===== src/hdl/pbwd_pkg.sv =====
// shared types and codes of the protobuf wire field decoder
package pbwd_pkg;

    localparam int unsigned FN_W    = 29;
    localparam int unsigned WT_W    = 3;
    localparam int unsigned VAL_W   = 64;
    localparam int unsigned REM_W   = 31;
    localparam int unsigned BCNT_W  = 4;

    // result kinds
    typedef enum logic [1:0] {
        KIND_FIELD   = 2'd0,
        KIND_PAYLOAD = 2'd1,
        KIND_ERROR   = 2'd2,
        KIND_END     = 2'd3
    } t_kind;

    // error codes
    typedef enum logic [2:0] {
        ERR_NONE      = 3'd0,
        ERR_NO_DATA   = 3'd1,
        ERR_VARINT    = 3'd2,
        ERR_FIELD_NUM = 3'd3,
        ERR_WIRE_TYPE = 3'd4,
        ERR_LENGTH    = 3'd5
    } t_err;

    // wire types
    localparam logic [WT_W-1:0] WT_VARINT  = 3'd0;
    localparam logic [WT_W-1:0] WT_FIXED64 = 3'd1;
    localparam logic [WT_W-1:0] WT_LENGTH  = 3'd2;
    localparam logic [WT_W-1:0] WT_FIXED32 = 3'd5;

    // parse phases, one-hot
    typedef enum logic [6:0] {
        PH_TAG     = 7'b0000001,
        PH_VARINT  = 7'b0000010,
        PH_FIX64   = 7'b0000100,
        PH_LEN     = 7'b0001000,
        PH_FIX32   = 7'b0010000,
        PH_PAYLOAD = 7'b0100000,
        PH_DROP    = 7'b1000000
    } t_phase;

    // byte counts of the fixed wire types
    localparam logic [BCNT_W-1:0] FIX64_BYTES = 4'd8;
    localparam logic [BCNT_W-1:0] FIX32_BYTES = 4'd4;
    // last allowed varint byte index
    localparam logic [BCNT_W-1:0] VARINT_LAST = 4'd9;

    typedef struct packed {
        logic [7:0] data_byte;
        logic       end_of_message;
    } t_item;

    typedef struct packed {
        t_kind                    kind;
        logic [FN_W-1:0]          field_id;
        logic [WT_W-1:0]          wtype;
        logic [VAL_W-1:0]         value;
        logic signed [VAL_W-1:0]  value_zigzag;
        logic [7:0]               payload_byte;
        t_err                     error_code;
        logic                     last;
    } t_result;

endpackage


===== src/hdl/pbwd_ifs.sv =====
// channel interfaces of the protobuf wire field decoder
interface pbwd_in_if;
    logic       valid;
    logic       ready;
    logic [7:0] data_byte;
    logic       end_of_message;

    modport source (output valid, output data_byte, output end_of_message, input ready);
    modport sink   (input valid, input data_byte, input end_of_message, output ready);
endinterface

interface pbwd_out_if;
    logic               valid;
    logic               ready;
    logic [1:0]         kind;
    logic [28:0]        field_id;
    logic [2:0]         wtype;
    logic [63:0]        value;
    logic signed [63:0] value_zigzag;
    logic [7:0]         payload_byte;
    logic [2:0]         error_code;
    logic               last;

    modport source (output valid, output kind, output field_id, output wtype,
                    output value, output value_zigzag, output payload_byte,
                    output error_code, output last, input ready);
    modport sink   (input valid, input kind, input field_id, input wtype,
                    input value, input value_zigzag, input payload_byte,
                    input error_code, input last, output ready);
endinterface

interface pbwd_cfg_if;
    logic valid;
    logic ready;
    logic pass_payload;

    modport source (output valid, output pass_payload, input ready);
    modport sink   (input valid, input pass_payload, output ready);
endinterface


===== src/hdl/pbwd_in_stage.sv =====
// input register stage of the decoder
module pbwd_in_stage (
    input  logic           i_clk,
    input  logic           i_rst_n,
    input  logic           i_valid,
    output logic           o_ready,
    input  pbwd_pkg::t_item i_item,
    output logic           o_valid,
    input  logic           i_take,
    output pbwd_pkg::t_item o_item
);
    import pbwd_pkg::*;

    logic  r_valid;
    t_item r_item;

    assign o_ready = !r_valid || i_take;
    assign o_valid = r_valid;
    assign o_item  = r_item;

    always_ff @(posedge i_clk) begin
        if (!i_rst_n) begin
            r_valid <= 1'b0;
        end else if (o_ready) begin
            r_valid <= i_valid;
        end
    end

    always_ff @(posedge i_clk) begin
        if (i_valid && o_ready) begin
            r_item <= i_item;
        end
    end

endmodule


===== src/hdl/pbwd_parser.sv =====
// parse state and per-byte field decode logic
module pbwd_parser (
    input  logic             i_clk,
    input  logic             i_rst_n,
    input  logic             i_step,
    input  pbwd_pkg::t_item  i_item,
    input  logic             i_pass_payload,
    output logic             o_res_valid,
    output pbwd_pkg::t_result o_res
);
    import pbwd_pkg::*;

    t_phase             r_phase, n_phase;
    logic [VAL_W-1:0]   r_acc, n_acc;
    logic [BCNT_W-1:0]  r_bcnt, n_bcnt;
    logic [FN_W-1:0]    r_fn, n_fn;
    logic [WT_W-1:0]    r_wt, n_wt;
    logic [REM_W-1:0]   r_rem, n_rem;

    logic [VAL_W+5:0]   acc7;
    logic [VAL_W-1:0]   acc8;
    logic [VAL_W-1:0]   v;
    logic [BCNT_W-1:0]  bcnt_inc;
    logic [BCNT_W-1:0]  need;
    logic [REM_W-1:0]   rem_dec;
    logic [FN_W-1:0]    cur_fn;
    logic [WT_W-1:0]    cur_wt;
    logic               eom;
    logic               fail_en;
    t_err               fail_code;
    logic               done_en;
    logic [VAL_W-1:0]   done_val;
    logic               go_tag;

    assign eom = i_item.end_of_message;

    always_comb begin
        acc7 = {6'd0, r_acc};
        for (int i = 0; i < 10; i++) begin
            if (r_bcnt == BCNT_W'(i)) begin
                acc7[7*i +: 7] = acc7[7*i +: 7] | i_item.data_byte[6:0];
            end
        end
        acc8 = r_acc;
        for (int i = 0; i < 8; i++) begin
            if (r_bcnt[2:0] == 3'(i)) begin
                acc8[8*i +: 8] = acc8[8*i +: 8] | i_item.data_byte;
            end
        end
    end

    always_comb begin
        n_phase   = r_phase;
        n_acc     = r_acc;
        n_bcnt    = r_bcnt;
        n_fn      = r_fn;
        n_wt      = r_wt;
        n_rem     = r_rem;
        cur_fn    = r_fn;
        cur_wt    = r_wt;
        fail_en   = 1'b0;
        fail_code = ERR_NONE;
        done_en   = 1'b0;
        done_val  = '0;
        go_tag    = 1'b0;
        v         = acc7[VAL_W-1:0];
        bcnt_inc  = r_bcnt + 4'd1;
        need      = (r_phase == PH_FIX64) ? FIX64_BYTES : FIX32_BYTES;
        rem_dec   = (r_rem != '0) ? r_rem - 31'd1 : r_rem;
        o_res_valid = 1'b0;
        o_res       = '0;

        unique case (r_phase)
            PH_TAG, PH_VARINT, PH_LEN: begin
                if (i_item.data_byte[7]) begin
                    if (r_bcnt >= VARINT_LAST) begin
                        fail_en   = 1'b1;
                        fail_code = ERR_VARINT;
                    end else begin
                        n_acc  = v;
                        n_bcnt = bcnt_inc;
                        if (eom) begin
                            fail_en   = 1'b1;
                            fail_code = ERR_NO_DATA;
                        end
                    end
                end else begin
                    n_acc  = '0;
                    n_bcnt = '0;
                    if (r_phase == PH_TAG) begin
                        // tag is cut to 32 bits before splitting
                        cur_fn = v[31:3];
                        cur_wt = v[2:0];
                        n_fn   = cur_fn;
                        n_wt   = cur_wt;
                        if (cur_fn == '0) begin
                            fail_en   = 1'b1;
                            fail_code = ERR_FIELD_NUM;
                        end else begin
                            unique case (cur_wt)
                                WT_VARINT:  n_phase = PH_VARINT;
                                WT_FIXED64: n_phase = PH_FIX64;
                                WT_LENGTH:  n_phase = PH_LEN;
                                WT_FIXED32: n_phase = PH_FIX32;
                                default: begin
                                    fail_en   = 1'b1;
                                    fail_code = ERR_WIRE_TYPE;
                                end
                            endcase
                            if (!fail_en && eom) begin
                                fail_en   = 1'b1;
                                fail_code = ERR_NO_DATA;
                            end
                        end
                    end else if (r_phase == PH_VARINT) begin
                        done_en  = 1'b1;
                        done_val = v;
                        go_tag   = 1'b1;
                    end else begin
                        if (v[VAL_W-1:REM_W] != '0) begin
                            fail_en   = 1'b1;
                            fail_code = ERR_LENGTH;
                        end else if (v == '0) begin
                            done_en = 1'b1;
                            go_tag  = 1'b1;
                        end else if (eom) begin
                            fail_en   = 1'b1;
                            fail_code = ERR_NO_DATA;
                        end else begin
                            n_rem    = v[REM_W-1:0];
                            n_phase  = PH_PAYLOAD;
                            done_en  = 1'b1;
                            done_val = v;
                        end
                    end
                end
            end
            PH_FIX64, PH_FIX32: begin
                if (bcnt_inc >= need) begin
                    done_en  = 1'b1;
                    done_val = acc8;
                    go_tag   = 1'b1;
                end else begin
                    n_acc  = acc8;
                    n_bcnt = bcnt_inc;
                    if (eom) begin
                        fail_en   = 1'b1;
                        fail_code = ERR_NO_DATA;
                    end
                end
            end
            PH_PAYLOAD: begin
                if (rem_dec == '0) begin
                    go_tag = 1'b1;
                    if (i_pass_payload) begin
                        o_res_valid         = 1'b1;
                        o_res.kind          = KIND_PAYLOAD;
                        o_res.field_id      = r_fn;
                        o_res.wtype         = r_wt;
                        o_res.payload_byte  = i_item.data_byte;
                        o_res.last          = eom;
                    end else if (eom) begin
                        o_res_valid = 1'b1;
                        o_res.kind  = KIND_END;
                        o_res.last  = 1'b1;
                    end
                end else begin
                    n_rem = rem_dec;
                    if (eom) begin
                        fail_en   = 1'b1;
                        fail_code = ERR_NO_DATA;
                    end else if (i_pass_payload) begin
                        o_res_valid         = 1'b1;
                        o_res.kind          = KIND_PAYLOAD;
                        o_res.field_id      = r_fn;
                        o_res.wtype         = r_wt;
                        o_res.payload_byte  = i_item.data_byte;
                    end
                end
            end
            PH_DROP: begin
                if (eom) begin
                    go_tag      = 1'b1;
                    o_res_valid = 1'b1;
                    o_res.kind  = KIND_END;
                    o_res.last  = 1'b1;
                end
            end
            default: begin
                go_tag = 1'b1;
            end
        endcase

        if (done_en) begin
            o_res_valid        = 1'b1;
            o_res.kind         = KIND_FIELD;
            o_res.field_id     = cur_fn;
            o_res.wtype        = cur_wt;
            o_res.value        = done_val;
            o_res.value_zigzag = {1'b0, done_val[VAL_W-1:1]} ^ {VAL_W{done_val[0]}};
            o_res.last         = eom;
        end

        if (fail_en) begin
            o_res_valid        = 1'b1;
            o_res              = '0;
            o_res.kind         = KIND_ERROR;
            o_res.field_id     = cur_fn;
            o_res.wtype        = cur_wt;
            o_res.error_code   = fail_code;
            o_res.last         = eom;
            go_tag             = 1'b1;
        end

        if (go_tag) begin
            n_phase = (fail_en && !eom) ? PH_DROP : PH_TAG;
            n_acc   = '0;
            n_bcnt  = '0;
            n_fn    = '0;
            n_wt    = '0;
            n_rem   = '0;
        end
    end

    always_ff @(posedge i_clk) begin
        if (!i_rst_n) begin
            r_phase <= PH_TAG;
            r_acc   <= '0;
            r_bcnt  <= '0;
            r_fn    <= '0;
            r_wt    <= '0;
            r_rem   <= '0;
        end else if (i_step) begin
            r_phase <= n_phase;
            r_acc   <= n_acc;
            r_bcnt  <= n_bcnt;
            r_fn    <= n_fn;
            r_wt    <= n_wt;
            r_rem   <= n_rem;
        end
    end

endmodule


===== src/hdl/pbwd_out_stage.sv =====
// result register stage of the decoder
module pbwd_out_stage (
    input  logic              i_clk,
    input  logic              i_rst_n,
    input  logic              i_load,
    input  pbwd_pkg::t_result i_res,
    output logic              o_space,
    output logic              o_valid,
    input  logic              i_ready,
    output pbwd_pkg::t_result o_res
);
    import pbwd_pkg::*;

    logic    r_valid, n_valid;
    t_result r_res;

    assign o_space = !r_valid || i_ready;
    assign o_valid = r_valid;
    assign o_res   = r_res;

    always_comb begin
        n_valid = r_valid;
        if (o_space) begin
            n_valid = i_load;
        end
    end

    always_ff @(posedge i_clk) begin
        if (!i_rst_n) begin
            r_valid <= 1'b0;
        end else begin
            r_valid <= n_valid;
        end
    end

    always_ff @(posedge i_clk) begin
        if (i_load && o_space) begin
            r_res <= i_res;
        end
    end

endmodule


===== src/hdl/protobuf_wire_field_decoder_core.sv =====
// top level of the protobuf wire field decoder
//
// usage
// - i_byte carries one byte of an encoded message per transaction, with
//   end_of_message set on the final byte of each message
// - o_field carries at most one result per input byte: a completed field
//   (raw value and zigzag value), a payload byte, an error, or a bare
//   message end marker
// - i_cfg writes pass_payload; ready is always high, write only while idle
// - each accepted byte is loaded into the input register, and its result
//   into the result register once that register has space
// - throughput: one byte per cycle unless o_field stalls; the parse state
//   update is one pass of shift/or logic between input and result registers
// - a stalled o_field holds its result; the input register still takes
//   one more byte, after which i_byte.ready drops until o_field drains
// - reset (synchronous, active low) empties both registers, sets the parser
//   to expect a tag and sets pass_payload to 1
module protobuf_wire_field_decoder_core (
    input  logic        i_clk,
    input  logic        i_rst_n,
    pbwd_in_if.sink     i_byte,
    pbwd_out_if.source  o_field,
    pbwd_cfg_if.sink    i_cfg
);
    import pbwd_pkg::*;

    logic    r_pass_payload;

    t_item   in_item;
    t_item   stage_item;
    logic    stage_valid;
    logic    out_space;
    logic    step;
    logic    res_valid;
    t_result res;
    t_result out_res;

    // configuration register, always ready
    assign i_cfg.ready = 1'b1;

    always_ff @(posedge i_clk) begin
        if (!i_rst_n) begin
            r_pass_payload <= 1'b1;
        end else if (i_cfg.valid) begin
            r_pass_payload <= i_cfg.pass_payload;
        end
    end

    assign in_item.data_byte      = i_byte.data_byte;
    assign in_item.end_of_message = i_byte.end_of_message;

    // a byte is decoded whenever the result register can take its result
    assign step = stage_valid && out_space;

    pbwd_in_stage u_in_stage (
        .i_clk   (i_clk),
        .i_rst_n (i_rst_n),
        .i_valid (i_byte.valid),
        .o_ready (i_byte.ready),
        .i_item  (in_item),
        .o_valid (stage_valid),
        .i_take  (step),
        .o_item  (stage_item)
    );

    pbwd_parser u_parser (
        .i_clk          (i_clk),
        .i_rst_n        (i_rst_n),
        .i_step         (step),
        .i_item         (stage_item),
        .i_pass_payload (r_pass_payload),
        .o_res_valid    (res_valid),
        .o_res          (res)
    );

    pbwd_out_stage u_out_stage (
        .i_clk   (i_clk),
        .i_rst_n (i_rst_n),
        .i_load  (step && res_valid),
        .i_res   (res),
        .o_space (out_space),
        .o_valid (o_field.valid),
        .i_ready (o_field.ready),
        .o_res   (out_res)
    );

    // result transaction fields
    assign o_field.kind         = out_res.kind;
    assign o_field.field_id     = out_res.field_id;
    assign o_field.wtype        = out_res.wtype;
    assign o_field.value        = out_res.value;
    assign o_field.value_zigzag = out_res.value_zigzag;
    assign o_field.payload_byte = out_res.payload_byte;
    assign o_field.error_code   = out_res.error_code;
    assign o_field.last         = out_res.last;

endmodule


===== src/flat_wrapper.sv =====
// flat-port wrapper written by rule: the top's interface ports become plain ports
module protobuf_wire_field_decoder_core_flat import pbwd_pkg::*;
  (i_clk, i_rst_n, i_byte_valid, i_byte_data_byte, i_byte_end_of_message, i_byte_ready, o_field_valid, o_field_kind, o_field_field_id, o_field_wtype, o_field_value, o_field_value_zigzag, o_field_payload_byte, o_field_error_code, o_field_last, o_field_ready, i_cfg_valid, i_cfg_pass_payload, i_cfg_ready);
  pbwd_in_if i_byte_i ();
  pbwd_out_if o_field_i ();
  pbwd_cfg_if i_cfg_i ();
  input  logic i_clk;
  input  logic i_rst_n;
  input wire logic [$bits(i_byte_i.valid)-1:0] i_byte_valid;
  input wire logic [$bits(i_byte_i.data_byte)-1:0] i_byte_data_byte;
  input wire logic [$bits(i_byte_i.end_of_message)-1:0] i_byte_end_of_message;
  output wire logic [$bits(i_byte_i.ready)-1:0] i_byte_ready;
  output wire logic [$bits(o_field_i.valid)-1:0] o_field_valid;
  output wire logic [$bits(o_field_i.kind)-1:0] o_field_kind;
  output wire logic [$bits(o_field_i.field_id)-1:0] o_field_field_id;
  output wire logic [$bits(o_field_i.wtype)-1:0] o_field_wtype;
  output wire logic [$bits(o_field_i.value)-1:0] o_field_value;
  output wire logic [$bits(o_field_i.value_zigzag)-1:0] o_field_value_zigzag;
  output wire logic [$bits(o_field_i.payload_byte)-1:0] o_field_payload_byte;
  output wire logic [$bits(o_field_i.error_code)-1:0] o_field_error_code;
  output wire logic [$bits(o_field_i.last)-1:0] o_field_last;
  input wire logic [$bits(o_field_i.ready)-1:0] o_field_ready;
  input wire logic [$bits(i_cfg_i.valid)-1:0] i_cfg_valid;
  input wire logic [$bits(i_cfg_i.pass_payload)-1:0] i_cfg_pass_payload;
  output wire logic [$bits(i_cfg_i.ready)-1:0] i_cfg_ready;
  assign i_byte_i.valid = i_byte_valid;
  assign i_byte_i.data_byte = i_byte_data_byte;
  assign i_byte_i.end_of_message = i_byte_end_of_message;
  assign i_byte_ready = i_byte_i.ready;
  assign o_field_valid = o_field_i.valid;
  assign o_field_kind = o_field_i.kind;
  assign o_field_field_id = o_field_i.field_id;
  assign o_field_wtype = o_field_i.wtype;
  assign o_field_value = o_field_i.value;
  assign o_field_value_zigzag = o_field_i.value_zigzag;
  assign o_field_payload_byte = o_field_i.payload_byte;
  assign o_field_error_code = o_field_i.error_code;
  assign o_field_last = o_field_i.last;
  assign o_field_i.ready = o_field_ready;
  assign i_cfg_i.valid = i_cfg_valid;
  assign i_cfg_i.pass_payload = i_cfg_pass_payload;
  assign i_cfg_ready = i_cfg_i.ready;
  protobuf_wire_field_decoder_core u_core (.i_clk(i_clk), .i_rst_n(i_rst_n), .i_byte(i_byte_i), .o_field(o_field_i), .i_cfg(i_cfg_i));
endmodule

===== config.mk =====
export PLATFORM = sky130hd
export DESIGN_NAME = protobuf_wire_field_decoder_core_flat
export DESIGN_NICKNAME = d
export VERILOG_FILES = /design/src/hdl/pbwd_pkg.sv /design/src/hdl/pbwd_ifs.sv /design/src/hdl/pbwd_in_stage.sv /design/src/hdl/pbwd_parser.sv /design/src/hdl/pbwd_out_stage.sv /design/src/hdl/protobuf_wire_field_decoder_core.sv /design/src/flat_wrapper.sv
export SDC_FILE = /design/constraint.sdc
export NUM_CORES = 1
export LEC_CHECK = 0
export BUFFER_PORTS_ARGS = -buffer_cell sky130_fd_sc_hd__buf_2
export CORE_ASPECT_RATIO = 0.7
export CORE_MARGIN = 4
export CORE_UTILIZATION = 35
export CTS_CLUSTER_DIAMETER = 100
export DETAILED_ROUTE_END_ITERATION = 10
export GPL_ROUTABILITY_DRIVEN = 1
export PLACE_DENSITY = 0.54
export SETUP_SLACK_MARGIN = 0.2
export SYNTH_ARGS = -nofsm -noshare
export SYNTH_HDL_FRONTEND = slang
export SYNTH_SLANG_ARGS = --single-unit
export TNS_END_PERCENT = 5

===== constraint.sdc =====
create_clock -name i_clk -period 8.4 [get_ports i_clk]
set_clock_uncertainty 0.1 [all_clocks]
set_input_delay 0.42 -clock i_clk [delete_from_list [all_inputs] [get_ports i_clk]]
set_output_delay 0.42 -clock i_clk [all_outputs]
set_load 0.01 [all_outputs]

======== Word-level counts from Yosys, hierarchy flattened ========
Cells that the tools add are included.
storage, ports and cells
  register bits after elaboration ......... 324
  input port bits ......................... 15
  output and inout bits ................... 177
  word-level logic and storage cells ...... 256
operators by class
  add/subtract/negate cells ............... 2
  magnitude comparators ................... 2
  equality and inequality tests ........... 42
  muxes and demuxes ....................... 137
  bitwise operators ....................... 21
  reductions and logical operators ........ 32
operator list
  cell                                                number
  2-to-1 mux 64 bit                                   11
  2-to-1 mux 31 bit                                   9
  one-hot mux 64 bit (2 select lines)                 2
  2-to-1 mux 172 bit                                  1
  2-to-1 mux 162 bit                                  1
  2-to-1 mux 7 bit                                    19
  2-to-1 mux 29 bit                                   4
  2-to-1 mux 8 bit                                    12
  2-to-1 mux 33 bit                                   2
  zero test 64 bit                                    1
  2-to-1 mux 32 bit                                   2
  bitwise OR 8 bit                                    8
  bitwise XOR 63 x 64 -> 64 bit                       1
  bitwise OR 7 bit                                    9
  one-hot mux 31 bit (2 select lines)                 1
  2-to-1 mux 3 bit                                    14
  2-to-1 mux 1 bit                                    41
  != test 3 bit, second input constant                13
  2-to-1 mux 34 bit                                   1
  nonzero test 33 bit                                 1
  zero test 31 bit                                    1
  nonzero test 31 bit                                 1
  subtractor 31 x 1 -> 31 bit, second input constant  1
  zero test 29 bit                                    1
  other kinds (43)                                    79

======== Longest topological paths before layout ========
Gate-level depths: netlist (run 1).
  depth in word-level cells ............... 19
  depth in mapped cells ................... 16
  gate-level depth less buffers ........... 13

======== By module ========
A second synthesis (run 1) with hierarchy kept.
second synthesis, totals
  cell total of the unflattened synthesis .. 1769
  area, all modules ....................... 16925.0 um^2
by module, submodules not included
  module                            instances  cells each  area an instance (um^2)  seq. area each (um^2)
  pbwd_parser                       1          1569        11257.0                  2762.6
  pbwd_out_stage                    1          179         5282.6                   5245.0
  pbwd_in_stage                     1          14          327.8                    290.3
  protobuf_wire_field_decoder_core  1          7           57.6                     20.0

======== Worst setup path after synthesis (run 1) ========
OpenSTA, ideal clock, no wires.
  path type ............................... register to register
  start point ............................. register u_core.u_parser.r_bcnt[0]
  end point ............................... register u_core.u_out_stage.r_res, in the netlist u_core.u_out_stage.o_res[0] (enable)
  setup time .............................. 0.554 ns
  arrival time ............................ 6.706 ns
  required time ........................... 7.746 ns
  slack ................................... 1.039 ns
  cell stages (with the launch flop) ...... 12
  buffers on the path ..................... 1
  clock period less this slack ............ 7.361 ns
  path through ............................ dfxtp_1 -> inv_1 -> ha_1 -> clkbuf_1 -> a31oi_1 -> nand4_1 -> nor4_1 -> nand2_1 -> a31o_2 -> and2_1 -> o21ai_0 -> and2_1
between the ends
  longest elaborated chain between the ends .. 19
  elaborated cells between the ends (all ways) .. 59
  those cells by class .................... add/sub: 1; order compare: 2; eq/ne: 12; mux: 34; reduce/logical: 10
ends and longest elaborated chain
  element                                            RTL line                                RTL
  from (decl)                                        pbwd_parser.sv:15                       logic [BCNT_W-1:0] r_bcnt, n_bcnt;
  from (signal assigned)                             pbwd_parser.sv:236                      r_bcnt <= n_bcnt;
  zero test 4 bit                                    pbwd_parser.sv:40                       if (r_bcnt == BCNT_W'(i)) begin
  2-to-1 mux 7 bit                                   pbwd_parser.sv:40
  equality test 3 bit, or another cell as far along  pbwd_parser.sv:100                      unique case (cur_wt)
  OR reduction 4 bit (no source line)                --
  2-to-1 mux 1 bit                                   pbwd_parser.sv:100
  2-to-1 mux 1 bit                                   pbwd_parser.sv:96                       if (cur_fn == '0) begin
  2-to-1 mux 1 bit                                   pbwd_parser.sv:90                       if (r_phase == PH_TAG) begin
  2-to-1 mux 1 bit                                   pbwd_parser.sv:75                       if (i_item.data_byte[7]) begin
  (+3 left out)                                      --
  2-to-1 mux 1 bit                                   pbwd_parser.sv:110                      if (!fail_en && eom) begin
  2-to-1 mux 1 bit                                   pbwd_parser.sv:96
  2-to-1 mux 1 bit                                   pbwd_parser.sv:90
  2-to-1 mux 1 bit                                   pbwd_parser.sv:75
  one-hot mux 1 bit (3 select lines)                 pbwd_parser.sv:73                       unique case (r_phase)
  2-to-1 mux 1 bit *                                 pbwd_parser.sv:204                      if (fail_en) begin
  logical AND 1 bit *                                protobuf_wire_field_decoder_core.sv:79  .i_load (step && res_valid),
  logical AND 1 bit *                                pbwd_out_stage.sv:37                    if (i_load && o_space) begin
  to (signal assigned)                               pbwd_out_stage.sv:38                    r_res <= i_res;
  to (decl)                                          pbwd_out_stage.sv:15                    t_result r_res;
Mark *: on every way between the ends. The rest lies on a longest branch, timed or not. The select of a mux whose other input is x is not followed.
A chain may end at the register's enable or synchronous reset.

======== Final worst setup path (run 1) ========
  start point ............................. register u_core.u_parser.r_bcnt[2]
  end point ............................... register u_core.u_out_stage.r_res, in the netlist u_core.u_out_stage.o_res[38], data pin
between the ends
  longest elaborated chain between the ends .. 17
  elaborated cells between the ends (all ways) .. 70
  those cells by class .................... add/sub: 1; order compare: 2; eq/ne: 13; mux: 42; bitwise: 2; reduce/logical: 10
ends and longest elaborated chain
  element                                            RTL line
  zero test 4 bit                                    pbwd_parser.sv:40
  2-to-1 mux 7 bit                                   pbwd_parser.sv:40
  equality test 3 bit, or another cell as far along  pbwd_parser.sv:100
  OR reduction 4 bit (no source line)                --
  2-to-1 mux 1 bit                                   pbwd_parser.sv:100
  2-to-1 mux 1 bit                                   pbwd_parser.sv:96
  2-to-1 mux 1 bit                                   pbwd_parser.sv:90
  2-to-1 mux 1 bit                                   pbwd_parser.sv:75
  2-to-1 mux 1 bit                                   pbwd_parser.sv:73
  zero test 1 bit                                    pbwd_parser.sv:110
  logical AND 1 bit                                  pbwd_parser.sv:110
  2-to-1 mux 1 bit                                   pbwd_parser.sv:110
  2-to-1 mux 1 bit                                   pbwd_parser.sv:96
  2-to-1 mux 1 bit                                   pbwd_parser.sv:90
  2-to-1 mux 1 bit                                   pbwd_parser.sv:75
  one-hot mux 1 bit (3 select lines)                 pbwd_parser.sv:73
  OR reduction 2 bit (no source line)                --
Parallel ways exist; a longest one is shown, timed or not. The select of a mux whose other input is x is not followed.

==> key figures, run 1 <==
STA
  – Fin. max-slew vios: 0
  – Final Hold Vio Count: 0
  – Setup TNS: 0 ns
  – Fin crit share: 0.736
  – Worst setup margin: 2.22 ns
  – Setup violators final: 0
  – Slew HR: 0.202
  – Peak Freq: 162 MHz
  – RSZ-0062 raised after global routing: false
  – Worst Tran Pin Value: 1.19 ns
  – Hold slack: 0.176 ns
  – Final Critical Period: 6.18 ns

Finish
  – Area of the multi-input gates: 6970 um^2
  – FF+latch area: 8290 um^2
  – Commonest non-fill, non-tap cells in the layout: buf_2, edfxtp_1, dfxtp_1
  – Fillers: 4330
  – Final net count: 1691
  – Area grow syn2layout: 16.6%
  – Most common cell after layout, fill and taps aside: buf_2
  – Antenna cells: 0
  – Final Cell Area: 18500 um^2
  – Fraction of layout instances using a drive strength above 1: 0.188
  – Final core occ: 0.418

Setup path
  – Critical path type: reg -> reg
  – Family with the most delay on the worst path: simple AND/OR/NAND/NOR gates
  – Reg-to-reg setup timing slack: 2.22 ns
  – Worst Path Buf+Inv: 2
  – Kind of start point of the critical path: register
  – CP Capture Type: register
  – Worst path max stage delay: 0.87 ns
  – Critical path data required time: 8.55 ns
  – CP max FO: 57
  – Critical path cell sequence: nor3b_1 > a21oi_1 > nand4_1 > nor4_1 > nand2_1 > a31oi_4 > buf_4 > nand2_1 > a22oi_2 > buf_4 > xnor2_1
  – Worst Path Arrival: 6.34 ns
  – CP max-delay cell: nor4_1

Routing
  – Vias per Instance: 5.99
  – DRT Pass-1 Iters: 7
  – Remaining antenna violation count: 0
  – Iter 0 DRT Violations: 1512
  – Total detailed-routing wirelength: 56.2 mm
  – # DRC: 0
  – Total number of vias: 13700
  – WL per Instance: 24.6 um

Global route
  – GR Util All Layers: 0.220
  – Vias in the first global route: 12800
  – Largest net degree at the start of global routing: 80
  – First-pass GRT wire length: 83.5 mm
  – Total gr overflow: 0
  – Antenna violations before repair: 2

CTS
  – Post-CTS Setup Inserts: 0
  – Clk root buf: clkbuf_16
  – CTS max path bufs: 3
  – CTS resizes: 0
  – CTS tree: done
  – Clock-pin transition on the worst setup and hold timing paths: 0.06 ns
  – Clock sink total: 323
  – Worst-skew pair later-pin latency: 0.54 ns
  – CTS Buf Count: 35
  – H-tree depth: 2

Synth
  – Post-synth net total: 1554
  – Yosys reg bits: 323
  – Number of synthesized flops with an enable pin: 182
  – Area contributors post-synth: edfxtp_1, dfxtp_1, a21oi_1, o2bb2ai_1, xnor2_1
  – Cell taking the most area after synthesis: edfxtp_1
  – Synth async-reset ratio: 0
  – Combined area of all synthesized cells: 15800 um^2
  – Main flop type after synthesis: edfxtp_1
  – Syn avg cell area: 10.4 um^2
  – Sequential share of the synthesized area: 0.523
  – Mapped Cells: 1529
  – Yosys Warn Count: 0
  – Yosys cell types: 80
  – Share of the synthesized area in the top cell type: 0.345

Floorplan
  – I/O pin count: 192
  – FP Rows: 64
  – Initial Utilization: 0.358
  – Vert. Die Dim: 186 um
  – Die X: 262 um
  – Core footprint: 44200 um^2
  – Die area: 48800 um^2

Placed design
  – Routability cong.: 0.960
  – Port buffer count: 190
  – DP Wirelength: 37.6 mm
  – Placement Cell Area: 17300 um^2
  – Setup WS pre-CTS: 2.36 ns

Worst hold path
  – Hold Path Class: in -> reg

Flow run
  – MaxCap Viol Count: 0

Power
  – Max VDD drop: 0.000146 V
  – PwrDens: 193 nW/um^2
  – P_leak: 6.64 nW

Status
  – Status: completed
[tightest hold or removal path, delay by kind of cell]
family	cells	cell delay, ns
compound gates	1	0.14
simple gates	2	0.13
buf+inv	1	0.08
[logic make-up (layout without fill, tap and decap cells)]
family,Yosys count,after routing,share of synthesized area
XOR/XNOR,71,71,0.0392
buffers and inverters,150,314,0.0415
AO/OA/AOI/OAI,544,544,0.242
flip-flops,323,323,0.523
multiplexers,1,1,0.000632
adder cells (fa/ha/maj),10,10,0.00790
AND/OR/NAND/NOR,429,429,0.146
other,1,1,0.000237
[repair_timing]
item | 4_1_cts | 5_1_grt
setup endpoints to repair | 0 | 0
hold endpoints to repair | 11 | 0
hold buffers | 12 | 0
[sequential cells by signal (all words and copies together) (netlist names)]
register / cells
u_core.r_pass_payload: 1
u_core.u_in_stage.o_item: 9
u_core.u_in_stage.o_valid: 1
u_core.u_out_stage.o_res: 173
u_core.u_out_stage.o_valid: 1
u_core.u_parser.r_acc: 64
u_core.u_parser.r_bcnt: 4
u_core.u_parser.r_fn: 29
u_core.u_parser.r_phase: 7
u_core.u_parser.r_rem: 31
u_core.u_parser.r_wt: 3
[per-stage QoR]
stage / cells / power, W
final: 2287 / 0.00357
after global routing: 2287 / 0.00370
after CTS: 2287 / 0.00360
after detailed placement: 2211 / 0.00211
after global placement: 2211 / 0.00211
after floorplan: 1529 / 0.00198
[area by class of cell]
type | count | share of cell area
multi-input cells | 1056 | 0.377
repair buffers | 237 | 0.0729
flip-flops and latches | 323 | 0.449
inverters | 13 | 0.00264
clock buffers | 50 | 0.0532
clock inverters | 14 | 0.00508
well taps | 594 | 0.0402
[synth_stat cells (7+ instances only)]
master / instances
edfxtp_1: 182
dfxtp_1: 141
a21oi_1: 135
nand2_1: 99
clkbuf_1: 92
o21ai_0: 79
o2bb2ai_1: 75
nor2_1: 70
xnor2_1: 69
a22o_1: 66
o22ai_1: 58
or3_1: 50
nand3_1: 36
nand4_1: 36
nor3_1: 28
buf_2: 24
and2_1: 20
a31oi_1: 18
o211ai_2: 17
nor4_1: 16
or4_1: 13
a21o_1: 12
inv_1: 12
buf_1: 10
ha_1: 10
nand2b_1: 10
nor2b_1: 9
o31ai_1: 9
a22oi_1: 8
and3_1: 7
[path summary, 6_finish.rpt]
path	start	to	cells past startpoint
hold / removal	o_field_ready	u_core.u_out_stage.o_valid	4
hold reg to reg	u_core.u_parser.r_fn[16]	u_core.u_parser.r_fn[16]	1
setup / recovery	u_core.u_parser.r_bcnt[2]	u_core.u_out_stage.o_res[38]	11
setup reg to reg	u_core.u_parser.r_bcnt[2]	u_core.u_out_stage.o_res[38]	11
[where the power goes]
| group | internal (W) | switching [W] |
|---|---|---|
| clock | 0.000824 | 0.000659 |
| combinational | 0.0000905 | 0.000256 |
| sequential | 0.00172 | 0.0000169 |
| total | 0.00264 | 0.000932 |
[metal layers]
layer  vias to the layer above  GRT usage  part of all wire  routed length [um]
met3                        86     0.0747              0.11                6330
met2                       727      0.304              0.40               22500
met4                         4     0.0469             0.019                1060
li1                       6174          -                 -                   -
met1                      6703      0.330              0.47               26200
met5                         -          0           0.00048                  27
No activity file was read; power rests on OpenSTA's default activity.
==> run 2: changes to the inputs <==
- PLACE_DENSITY: 0.54 -> 0.55
- clock period: 8.4 -> 5.1 ns (I/O delays scaled with it)
==> key figures, run 2 (synthesis results as in run 1) <==
Status
  – Status: completed

Global route
  – First-pass GRT wire length: 83.4 mm
  – GR Util All Layers: 0.220
  – Total gr overflow: 0
  – Largest net degree at the start of global routing: 61
  – Antenna violations before repair: 0
  – Vias in the first global route: 12900

Placed design
  – Placement Cell Area: 18000 um^2
  – DP Wirelength: 39.3 mm
  – Setup WS pre-CTS: 0.493 ns
  – Port buffer count: 190
  – Routability cong.: 0.930

CTS
  – CTS max path bufs: 3
  – Worst-skew pair later-pin latency: 0.56 ns
  – Post-CTS Setup Inserts: 0
  – H-tree depth: 2
  – Hold Buf Count CTS: 15
  – CTS tree: done
  – CTS Buf Count: 37
  – CTS resizes: 0
  – Clock-pin transition on the worst setup and hold timing paths: 0.06 ns
  – Clk root buf: clkbuf_16
  – Clock sink total: 323

Routing
  – Total detailed-routing wirelength: 56.0 mm
  – WL per Instance: 23.6 um
  – Iter 0 DRT Violations: 1623
  – Remaining antenna violation count: 0
  – Total number of vias: 14000
  – DRT Pass-1 Iters: 6
  – # DRC: 0
  – Vias per Instance: 5.89

Finish
  – Max reg flops: 173
  – Final net count: 1774
  – Fraction of layout instances using a drive strength above 1: 0.227
  – Most common cell after layout, fill and taps aside: buf_2
  – Area grow syn2layout: 22.7%
  – Final Cell Area: 19400 um^2
  – Commonest non-fill, non-tap cells in the layout: buf_2, edfxtp_1, dfxtp_1
  – Antenna cells: 0

STA
  – Slew HR: 0.295
  – Final Critical Period: 4.71 ns
  – Worst setup margin: 0.394 ns
  – Final Hold Vio Count: 0
  – Setup TNS: 0 ns
  – Fin. max-slew vios: 0
  – Fin crit share: 0.923
  – RSZ-0062 raised after global routing: false
  – Worst Tran Pin Value: 1.05 ns
  – Peak Freq: 212 MHz
  – Setup violators final: 0

Setup path
  – Worst path max stage delay: 0.52 ns
  – Most frequent CP cell: buf_4
  – CP max FO: 23
  – Critical path data required time: 5.49 ns
  – Critical path cell sequence: inv_1 > ha_1 > and3b_1 > o31a_1 > a2111o_1 > or4_1 > nand4b_4 > o41ai_4 > o211ai_4 > o31ai_4 > and2_2 > buf_4 > buf_4 > o2bb2ai_1
  – Critical path type: reg -> reg
  – Worst Path Arrival: 5.09 ns
  – CP max-delay cell: or4_1
  – Kind of start point of the critical path: register
  – CP Capture Type: register

Floorplan
  – Core footprint: 44200 um^2
  – FP Rows: 64
  – Vert. Die Dim: 186 um
  – Die X: 262 um
  – Initial Utilization: 0.358
  – Die area: 48800 um^2
  – I/O pin count: 192

Power
  – P_leak: 7.19 nW
  – Max VDD drop: 0.000231 V
  – PwrDens: 327 nW/um^2
  – Final Power: 0.00635 W

Worst hold path
  – Hold Path Class: in -> reg

Flow run
  – MaxCap Viol Count: 0
## run 2: changes by cell type in the layout (fill, tap and decap cells not counted), sizes merged
| cell | previous run | this run |
|---|---|---|
| dlygate4sd3 | 12 | 15 |
| clkinv | 12 | 14 |
| buf | 225 | 303 |
| clkinvlp | 2 | 0 |
| bufinv | 0 | 6 |
| clkbuf | 50 | 48 |
## run 2: worst paths after layout
path,depth (start not counted),endpoint,slack (ns),start
min reg2reg,1,u_core.u_parser.r_fn[24],0.36,u_core.u_parser.r_fn[24]
max reg2reg,14,u_core.u_parser.r_acc[31],0.39,u_core.u_parser.r_bcnt[0]
min,3,u_core.u_parser.r_bcnt[3],0.12,i_rst_n
max,14,u_core.u_parser.r_acc[31],0.39,u_core.u_parser.r_bcnt[0]
## run 2: per-layer routing
| layer | global-route usage | vias up | share of wire |
|---|---|---|---|
| li1 | - | 6333 | - |
| met1 | 0.339 | 6854 | 0.48 |
| met3 | 0.0626 | 91 | 0.11 |
| met2 | 0.295 | 686 | 0.39 |
| met4 | 0.0610 | 0 | 0.024 |
| met5 | 0 | - | 0 |
## run 2: power by group
group | switching [W] | internal [W] | total (W)
clock | 0.00113 | 0.00173 | 0.00285
combinational | 0.000419 | 0.000202 | 0.000621
sequential | 0.0000386 | 0.00283 | 0.00287
## run 2: area by class of cell
class,instances,area [um^2]
Tap cell,594,743
Inverter,13,48.8
Sequential cell,323,8290
Clock inverter,20,277
Fill cell,4265,24800
Timing Repair Buffer,318,2110
Clock buffer,48,1020
Multi-Input combinational cell,1056,6950
## run 2: per-stage QoR
step | hold slack (ns) | util | cells
2_1_floorplan | 0.254 | - | 1529
3_3_place_gp | 0.345 | 0.407 | 2289
3_5_place_dp | 0.339 | 0.407 | 2289
4_1_cts | 0.119 | 0.440 | 2372
5_1_grt | 0.146 | 0.440 | 2372
6_report | 0.121 | 0.440 | 2372
## run 2: worst max-delay path, delay by kind of cell, from the launching register on
| kind | cells | cell delay, ns |
|---|---|---|
| simple gates | 4 | 1.36 |
| buf+inv | 3 | 0.57 |
| compound gates | 6 | 1.88 |
| flops | 1 | 0.40 |
| fa+ha+maj | 1 | 0.33 |
